===== config.mk =====
export PLATFORM = sky130hd
export DESIGN_NAME = mac_source_learning_table_unit
export DESIGN_NICKNAME = d
export VERILOG_FILES = /design/src/rtl/msl_pkg.sv /design/src/rtl/mac_source_learning_table_unit.sv /design/src/rtl/msl_ctrl.sv /design/src/rtl/msl_dpath.sv
export SDC_FILE = /design/constraint.sdc
export NUM_CORES = 2
export LEC_CHECK = 0
export CORE_MARGIN = 2
export CORE_UTILIZATION = 65
export DETAILED_ROUTE_END_ITERATION = 10
export DONT_BUFFER_PORTS = 1
export GPL_TIMING_DRIVEN = 0
export PLACE_DENSITY = 0.81
export REMOVE_ABC_BUFFERS = 1
export SYNTH_ARGS = -nofsm -noshare
export SYNTH_HDL_FRONTEND = slang
export SYNTH_HIERARCHICAL = 1
export SYNTH_SLANG_ARGS = --single-unit

===== constraint.sdc =====
create_clock -name clk_i -period 9.7 [get_ports clk_i]
set_input_delay 0.97 -clock clk_i [delete_from_list [all_inputs] [get_ports clk_i]]
set_output_delay 0.97 -clock clk_i [all_outputs]
set_load 0.02 [all_outputs]

===== src/rtl/msl_pkg.sv =====
// Shared types and constants for the MAC source learning table.
// Used by msl_ctrl, msl_dpath and the top level; no dependencies.
`default_nettype none

package msl_pkg;

  // Field widths of the stream payloads
  localparam int unsigned FC_W    = 8;
  localparam int unsigned ADDR_W  = 48;
  localparam int unsigned CLASS_W = 2;
  localparam int unsigned COUNT_W = 7;

  // Frame type codes taken from frame control bits 3:2
  localparam logic [CLASS_W-1:0] CLASS_MGMT = 2'd0;
  localparam logic [CLASS_W-1:0] CLASS_CTRL = 2'd1;
  localparam logic [CLASS_W-1:0] CLASS_DATA = 2'd2;
  localparam logic [CLASS_W-1:0] CLASS_RSVD = 2'd3;

  // Commands from the controller to the datapath
  typedef struct packed {
    logic start;   // latch a new frame, reset search and flags
    logic search;  // issue table reads while entries remain
    logic append;  // store the address, or flag the table as full
    logic load;    // move the result into the output register
  } msl_cmd_t;

  // Status from the datapath to the controller
  typedef struct packed {
    logic learnable;  // latched frame is management or data
    logic empty;      // no entries stored
    logic hit;        // registered entry matches the address
    logic miss;       // last entry compared without a match
    logic out_free;   // output register can take a result
  } msl_sts_t;

endpackage

`default_nettype wire


===== src/rtl/mac_source_learning_table_unit.sv =====
// MAC source learning table: learns 802.11 source addresses per frame.
// Top level; instantiates msl_ctrl and msl_dpath, uses msl_pkg.
//
// Usage:
//   Input stream (s_axis_*): one transaction per frame, carrying the first
//   frame control byte and the 48-bit source address. Output stream
//   (m_axis_*): one transaction per frame with the frame class in tuser and
//   the learned flag, table-full flag and device count in tdata.
//   Management and data frames are looked up by a linear search that reads
//   one stored entry per cycle from a single-port table (registered read).
//   One frame is processed at a time; the next frame is accepted in the
//   cycle the result turns valid.
//   Reset clears the device count; the table contents need no clearing, as
//   only entries below the count are read. Reset leaves no result pending.
//   If the receiver stalls, the result waits in the output register; the
//   next frame is accepted and processed, then holds until the slot frees.
`default_nettype none

module mac_source_learning_table_unit #(
  parameter int unsigned TABLE_DEPTH = 64
) (
  input  wire         clk_i,
  input  wire         rst_ni,
  // [7:0] frame_control, [55:8] source_address
  input  wire         s_axis_tvalid,
  output logic        s_axis_tready,
  input  wire  [55:0] s_axis_tdata,
  // [0] newly_learned, [1] table_full, [8:2] device_count, [15:9] zero
  output logic        m_axis_tvalid,
  input  wire         m_axis_tready,
  output logic [15:0] m_axis_tdata,
  // [1:0] frame_class
  output logic [1:0]  m_axis_tuser
);
  import msl_pkg::*;

  msl_cmd_t           cmd;
  msl_sts_t           sts;
  logic               out_learned, out_full;
  logic [COUNT_W-1:0] out_count;

  // Sequencer
  msl_ctrl u_ctrl (
    .clk_i      (clk_i),
    .rst_ni     (rst_ni),
    .in_valid_i (s_axis_tvalid),
    .in_ready_o (s_axis_tready),
    .sts_i      (sts),
    .cmd_o      (cmd)
  );

  // Table, search and result register
  msl_dpath #(
    .TABLE_DEPTH (TABLE_DEPTH)
  ) u_dpath (
    .clk_i         (clk_i),
    .rst_ni        (rst_ni),
    .cmd_i         (cmd),
    .sts_o         (sts),
    .in_class_i    (s_axis_tdata[3:2]),
    .in_addr_i     (s_axis_tdata[55:8]),
    .out_ready_i   (m_axis_tready),
    .out_valid_o   (m_axis_tvalid),
    .out_class_o   (m_axis_tuser),
    .out_learned_o (out_learned),
    .out_full_o    (out_full),
    .out_count_o   (out_count)
  );

  // Result packing
  assign m_axis_tdata = {7'd0, out_count, out_full, out_learned};

endmodule

`default_nettype wire


===== src/rtl/msl_ctrl.sv =====
// Controller state machine for the MAC source learning table.
// Depends on msl_pkg; drives msl_dpath through msl_cmd_t / msl_sts_t.
`default_nettype none

module msl_ctrl (
  input  wire                clk_i,
  input  wire                rst_ni,
  input  wire                in_valid_i,
  output logic               in_ready_o,
  input  msl_pkg::msl_sts_t  sts_i,
  output msl_pkg::msl_cmd_t  cmd_o
);
  import msl_pkg::*;

  localparam logic [2:0] ST_IDLE   = 3'd0;
  localparam logic [2:0] ST_CHECK  = 3'd1;
  localparam logic [2:0] ST_SEARCH = 3'd2;
  localparam logic [2:0] ST_APPEND = 3'd3;
  localparam logic [2:0] ST_DONE   = 3'd4;

  logic [2:0] state_q, state_d;

  // State register
  always_ff @(posedge clk_i or negedge rst_ni) begin
    if (!rst_ni) begin
      state_q <= ST_IDLE;
    end else begin
      state_q <= state_d;
    end
  end

  // Next state and commands
  always_comb begin
    state_d    = state_q;
    cmd_o      = '0;
    in_ready_o = 1'b0;
    case (state_q)
      ST_IDLE: begin
        in_ready_o = 1'b1;
        if (in_valid_i) begin
          cmd_o.start = 1'b1;
          state_d     = ST_CHECK;
        end
      end
      ST_CHECK: begin
        if (!sts_i.learnable) begin
          state_d = ST_DONE;
        end else if (sts_i.empty) begin
          state_d = ST_APPEND;
        end else begin
          state_d = ST_SEARCH;
        end
      end
      ST_SEARCH: begin
        cmd_o.search = 1'b1;
        if (sts_i.hit) begin
          state_d = ST_DONE;
        end else if (sts_i.miss) begin
          state_d = ST_APPEND;
        end
      end
      ST_APPEND: begin
        cmd_o.append = 1'b1;
        state_d      = ST_DONE;
      end
      ST_DONE: begin
        if (sts_i.out_free) begin
          cmd_o.load = 1'b1;
          state_d    = ST_IDLE;
        end
      end
      default: begin
        state_d = ST_IDLE;
      end
    endcase
  end

endmodule

`default_nettype wire


===== src/rtl/msl_dpath.sv =====
// Datapath of the MAC source learning table: address store, search
// pointer, device count and output register. Depends on msl_pkg.
`default_nettype none

module msl_dpath #(
  parameter int unsigned TABLE_DEPTH = 64
) (
  input  wire                               clk_i,
  input  wire                               rst_ni,
  input  msl_pkg::msl_cmd_t                 cmd_i,
  output msl_pkg::msl_sts_t                 sts_o,
  input  wire [msl_pkg::CLASS_W-1:0]        in_class_i,
  input  wire [msl_pkg::ADDR_W-1:0]         in_addr_i,
  input  wire                               out_ready_i,
  output logic                              out_valid_o,
  output logic [msl_pkg::CLASS_W-1:0]       out_class_o,
  output logic                              out_learned_o,
  output logic                              out_full_o,
  output logic [msl_pkg::COUNT_W-1:0]       out_count_o
);
  import msl_pkg::*;

  localparam int unsigned CntW = $clog2(TABLE_DEPTH + 1);
  localparam int unsigned AW   = (TABLE_DEPTH > 1) ? $clog2(TABLE_DEPTH) : 1;

  logic [ADDR_W-1:0]  mem_q [TABLE_DEPTH];
  logic [ADDR_W-1:0]  rd_data_q;
  logic [ADDR_W-1:0]  addr_q;
  logic [CLASS_W-1:0] class_q;
  logic [CntW-1:0]    count_q, count_d;
  logic [CntW-1:0]    rd_idx_q, rd_idx_d;
  logic               rd_v_q, rd_v_d;
  logic               learned_q, full_q;
  logic               out_v_q, out_v_d;
  logic               rd_en, wr_en, is_full;

  assign is_full = (count_q == CntW'(TABLE_DEPTH));
  assign rd_en   = cmd_i.search && (rd_idx_q < count_q);
  assign wr_en   = cmd_i.append && !is_full;

  // Status toward the controller
  always_comb begin
    sts_o.learnable = (class_q == CLASS_MGMT) || (class_q == CLASS_DATA);
    sts_o.empty     = (count_q == '0);
    sts_o.hit       = rd_v_q && (rd_data_q == addr_q);
    sts_o.miss      = rd_v_q && (rd_data_q != addr_q) && (rd_idx_q == count_q);
    sts_o.out_free  = !out_v_q || out_ready_i;
  end

  // Address store: one write port at the fill point, one registered read
  always_ff @(posedge clk_i) begin
    if (wr_en) begin
      mem_q[count_q[AW-1:0]] <= addr_q;
    end
    if (rd_en) begin
      rd_data_q <= mem_q[rd_idx_q[AW-1:0]];
    end
  end

  // Latched frame
  always_ff @(posedge clk_i) begin
    if (cmd_i.start) begin
      class_q <= in_class_i;
      addr_q  <= in_addr_i;
    end
  end

  // Search pointer and read-data valid
  always_comb begin
    rd_idx_d = rd_idx_q;
    if (cmd_i.start) begin
      rd_idx_d = '0;
    end else if (rd_en) begin
      rd_idx_d = rd_idx_q + CntW'(1);
    end
    rd_v_d = rd_en;
    count_d = wr_en ? (count_q + CntW'(1)) : count_q;
  end

  always_ff @(posedge clk_i or negedge rst_ni) begin
    if (!rst_ni) begin
      rd_idx_q <= '0;
      rd_v_q   <= 1'b0;
      count_q  <= '0;
    end else begin
      rd_idx_q <= rd_idx_d;
      rd_v_q   <= rd_v_d;
      count_q  <= count_d;
    end
  end

  // Per-frame result flags
  always_ff @(posedge clk_i or negedge rst_ni) begin
    if (!rst_ni) begin
      learned_q <= 1'b0;
      full_q    <= 1'b0;
    end else if (cmd_i.start) begin
      learned_q <= 1'b0;
      full_q    <= 1'b0;
    end else if (cmd_i.append) begin
      learned_q <= !is_full;
      full_q    <= is_full;
    end
  end

  // Output register
  always_comb begin
    out_v_d = out_v_q;
    if (cmd_i.load) begin
      out_v_d = 1'b1;
    end else if (out_ready_i) begin
      out_v_d = 1'b0;
    end
  end

  always_ff @(posedge clk_i or negedge rst_ni) begin
    if (!rst_ni) begin
      out_v_q <= 1'b0;
    end else begin
      out_v_q <= out_v_d;
    end
  end

  always_ff @(posedge clk_i) begin
    if (cmd_i.load) begin
      out_class_o   <= class_q;
      out_learned_o <= learned_q;
      out_full_o    <= full_q;
      out_count_o   <= COUNT_W'(count_q);
    end
  end

  assign out_valid_o = out_v_q;

`ifndef SYNTH
  a_count_bound: assert property (@(posedge clk_i) disable iff (!rst_ni)
    count_q <= CntW'(TABLE_DEPTH))
    else $error("device count above table depth");

  a_count_step: assert property (@(posedge clk_i) disable iff (!rst_ni)
    wr_en |=> (count_q == $past(count_q) + CntW'(1)))
    else $error("count did not advance on insert");

  a_flags_excl: assert property (@(posedge clk_i) disable iff (!rst_ni)
    !(learned_q && full_q))
    else $error("learned and full both set");

  a_load_free: assert property (@(posedge clk_i) disable iff (!rst_ni)
    cmd_i.load |-> (!out_v_q || out_ready_i))
    else $error("result loaded over an untaken result");

  a_no_search_overrun: assert property (@(posedge clk_i) disable iff (!rst_ni)
    rd_idx_q <= count_q)
    else $error("search pointer beyond stored entries");
`endif

endmodule

`default_nettype wire


==> metrics.txt <==
Total GRT Usage=between 40% and 50%; Synth Area in XOR/XNOR=less than 1%; root buf cell=clkbuf_16; Slew HR=-2.37%; CP top delay family=simple AND/OR/NAND/NOR gates; commonest non-fill, non-tap cell in the layout=edfxtp_1; largest family of logic cells by synthesized area=multiplexers; sequential share of power=~49%; FFs w/ async S/R, synth=less than 1%; gp weighted congestion=slightly below 0.8; drc violations=0; Synth top area share=between 70% and 80%; adder-cell area share of the yosys netlist=less than 1%; multi-input logic area=~0.024 sq mm; DR vias=between 60,000 and 70,000; share of cells above drive strength 1=24.8%; grt ovf=0; Hold Path Class=input port to flop; initial antenna violation count=29; Max stage delay on crit path=roughly 1.3 ns; Max Clock Freq=around 0.16 GHz; die area=0.190 sq mm; critical path required time=10.32 ns; Fin Clk Skew=about 0.047 ns; antenna-violating nets left=0; Comb power frac=between 10% and 20%; worst skew pair latency=approximately 0.98 ns; post-cts resize count=0; Crit path arrival time=~7 ns; worst slack, placed=between 4 and 5 ns; total CTS buffers=roughly 300; multiplexer area fraction after synthesis=roughly 14%; maximum vdd ir drop=257 uV; Worst Setup End Kind=flop; fin crit period=6.20 ns; failing checks=capacitance limit, slew limit; Reg2Reg Depth=8; Area Growth Syn to Fin=14.5%; power density of the placed cells=247 mW/mm^2; commonest non-fill, non-tap cells in the layout=3,181 x edfxtp_1, 678 x mux4_2, 315 x clkbuf_16; nets@finish=5,739; # Max-Cap Violations=1; final worst-path cycle share=between 60% and 70%; RSZ-0062 raised after global routing=no; final wirelength=slightly below 400,000 um; detailed placement HPWL=roughly 200,000 um; WP depth=8; Post-synth EDFFs=3,181; max-slew violation count=2; vias in the first global route=about 68,000; sequential share of the synthesized area=79.1%; Die Y=~440 um; CP cell instances=or3_1, nor3b_1, a21oi_1, nand4_1, nor2_4, buf_16, buf_12, buf_12; clock slew at reported path FFs=~0.070 ns; Yosys reg bits=between 3,000 and 4,000; crit path to=u_dpath/mem_q[7][42]; Power Total=34.3 mW; Pre-Repair DR Iteration Count=10; Final Hold Vio Count=0; largest cells by area after synthesis=edfxtp_1 79%, mux4_2 13%, a22oi_1 1.7%; most used cell, CP=buf_12; setup violators final=0; Avg WL per Cell=around 47 um; internal power=roughly 25 mW; I/O pins=80; post-layout util=75.0%; area of the core=0.185 sq mm; Simple-Gate Fraction of Synth Area=around 1.1%; Worst path slowest cell=nand4_1; clock sink count=approximately 3,200; H-tree depth=5; CTS Buffer Depth=4; critical path buffer and inverter count=3; crit path launch type=flop; Worst R2R Setup Slack=approximately 3.5 ns; die width=between 400 and 500 um; post-synth top area cell=edfxtp_1; fin worst setup slack=around 3.5 ns; CTS tree=yes; Setup TNS=0 ns; register area=0.0961 sq mm; global-route wire length before repair=roughly 530,000 um; Switching Fraction=26.5%; Ys Warns=6; clock power share=between 30% and 40%; Via density=roughly 8; Synth Area per Inst=between 20 and 25 sq um; largest net degree at the start of global routing=65; Setup Buffers After CTS=0; library cells used by synthesis=between 50 and 60; Mapped Cells=about 5,400; worst-path fanout max=16; PortBufs=0; Slew @ Worst Pin=1.52 ns; DRT iter0 DRCs=13,900; post-synthesis compound-gate area fraction=3.60%; worst r2r src=u_dpath/count_q[3]; main flop type after synthesis=edfxtp_1; Psw=9.09 mW; RR Endpoint=u_dpath/mem_q[7][42]; run status=finished with violations; Crit Path Category=flop to flop; Pleak=between 40 and 50 nW; FP Rows=roughly 160; area of the mapped netlist=0.121 sq mm; # fillers=about 9,000; starting density of the core=65.5%; crit path launch=u_dpath/count_q[3]
[flip-flops by register name, summed over array words and instances, names as in the netlist]
| name | count |
|---|---|
| u_ctrl/state_q | 3 |
| u_dpath/addr_q | 48 |
| u_dpath/class_q | 2 |
| u_dpath/count_q | 7 |
| u_dpath/full_q | 1 |
| u_dpath/learned_q | 1 |
| u_dpath/mem_q | 3072 |
| u_dpath/out_class_o | 2 |
| u_dpath/out_count_o | 7 |
| u_dpath/out_full_o | 1 |
| u_dpath/out_learned_o | 1 |
| u_dpath/out_valid_o | 1 |
| u_dpath/rd_data_q | 48 |
| u_dpath/rd_idx_q | 7 |
| u_dpath/rd_v_q | 1 |
[synthesized netlist by cell type (8+ instances only)]
| master | number |
|---|---|
| clkbuf_1 | 132 |
| buf_2 | 94 |
| o211ai_1 | 11 |
| buf_6 | 19 |
| nand2_1 | 79 |
| mux2i_1 | 176 |
| buf_1 | 34 |
| a211o_1 | 8 |
| a211oi_1 | 8 |
| inv_1 | 13 |
| nor3_1 | 9 |
| edfxtp_1 | 3181 |
| o21ai_1 | 20 |
| xnor2_1 | 10 |
| a221o_1 | 34 |
| xor2_1 | 48 |
| o21ai_0 | 62 |
| buf_4 | 32 |
| dfrtp_1 | 21 |
| nor2_1 | 81 |
| nand3_1 | 66 |
| a21oi_1 | 129 |
| a22o_1 | 8 |
| ha_1 | 10 |
| nor4_1 | 13 |
| mux2_2 | 32 |
| nand4_1 | 8 |
| a22oi_1 | 270 |
| o22ai_1 | 16 |
| o221ai_1 | 35 |
| mux4_2 | 678 |
[final cells by class]
type,count,area share (%)
clock inverters,149,0.984
clock buffers,374,5.84
flip-flops and latches,3202,69.1
well taps,2480,2.23
inverters,13,0.0369
multi-input cells,1881,17.5
repair buffers,262,4.28
diodes,17,0.0306
[through the flow]
stage                     hold slack [ns]  area [sq um]  cells
after CTS                          0.0655        139000   8361
final                              0.0918        139000   8378
after global placement              0.401        123000   7576
after floorplan                     0.400        120000   5096
after global routing               0.0799        139000   8369
after detailed placement            0.414        129000   7837
[metal layers]
metal	GRT usage, %	vias up	part of all wire, %
met5	0.0756	-	0.055
met1	48.5	33500	28
met4	29.5	32	9.8
met2	62.6	8382	46
met3	13.0	2455	16
li1	-	23500	-
[kinds of logic after synthesis]
family          Yosys count
compound gates          632
xor+xnor                 58
fa+ha+maj                10
buf+inv                 325
flops                  3202
mux                     886
other cells               1
simple gates            288
[worst min path at each step]
stage / start / end / cells past startpoint
after global placement: u_dpath/class_q[1] / u_dpath/out_class_o[1] / 0
after detailed placement: u_dpath/class_q[1] / u_dpath/out_class_o[1] / 0
after CTS: s_axis_tdata[48] / u_dpath/addr_q[40] / 0
after floorplan: u_dpath/class_q[1] / u_dpath/out_class_o[1] / 0
final: s_axis_tdata[29] / u_dpath/addr_q[21] / 0
after global routing: s_axis_tdata[29] / u_dpath/addr_q[21] / 0
[worst register-to-register path, stage by stage (launching register included)]
cell and delay (ns):
dfrtp_1 0.66, or3_1 0.81, nor3b_1 0.30, a21oi_1 0.96, nand4_1 1.26, nor2_4 1.09
buf_16 0.27, buf_12 0.26, buf_12 0.26
[power by group through the flow]
stage / combinational, mW / sequential [mW] / clock [mW]
floorplan: 5.64 / 17.4 / 0
global placement: 5.47 / 17.6 / 0
detailed placement: 5.08 / 16.9 / 0
CTS: 5.38 / 16.6 / 11.9
global route: 5.70 / 16.6 / 12.4
finish: 5.61 / 16.6 / 12.0
[what timing repair did]
| action | CTS | global route |
|---|---|---|
| endpoints found under the hold margin | 21 | 0 |
| endpoints found under the setup margin | 0 | 0 |
| hold buffers | 1 | 0 |
No activity file was read; power rests on OpenSTA's default activity.
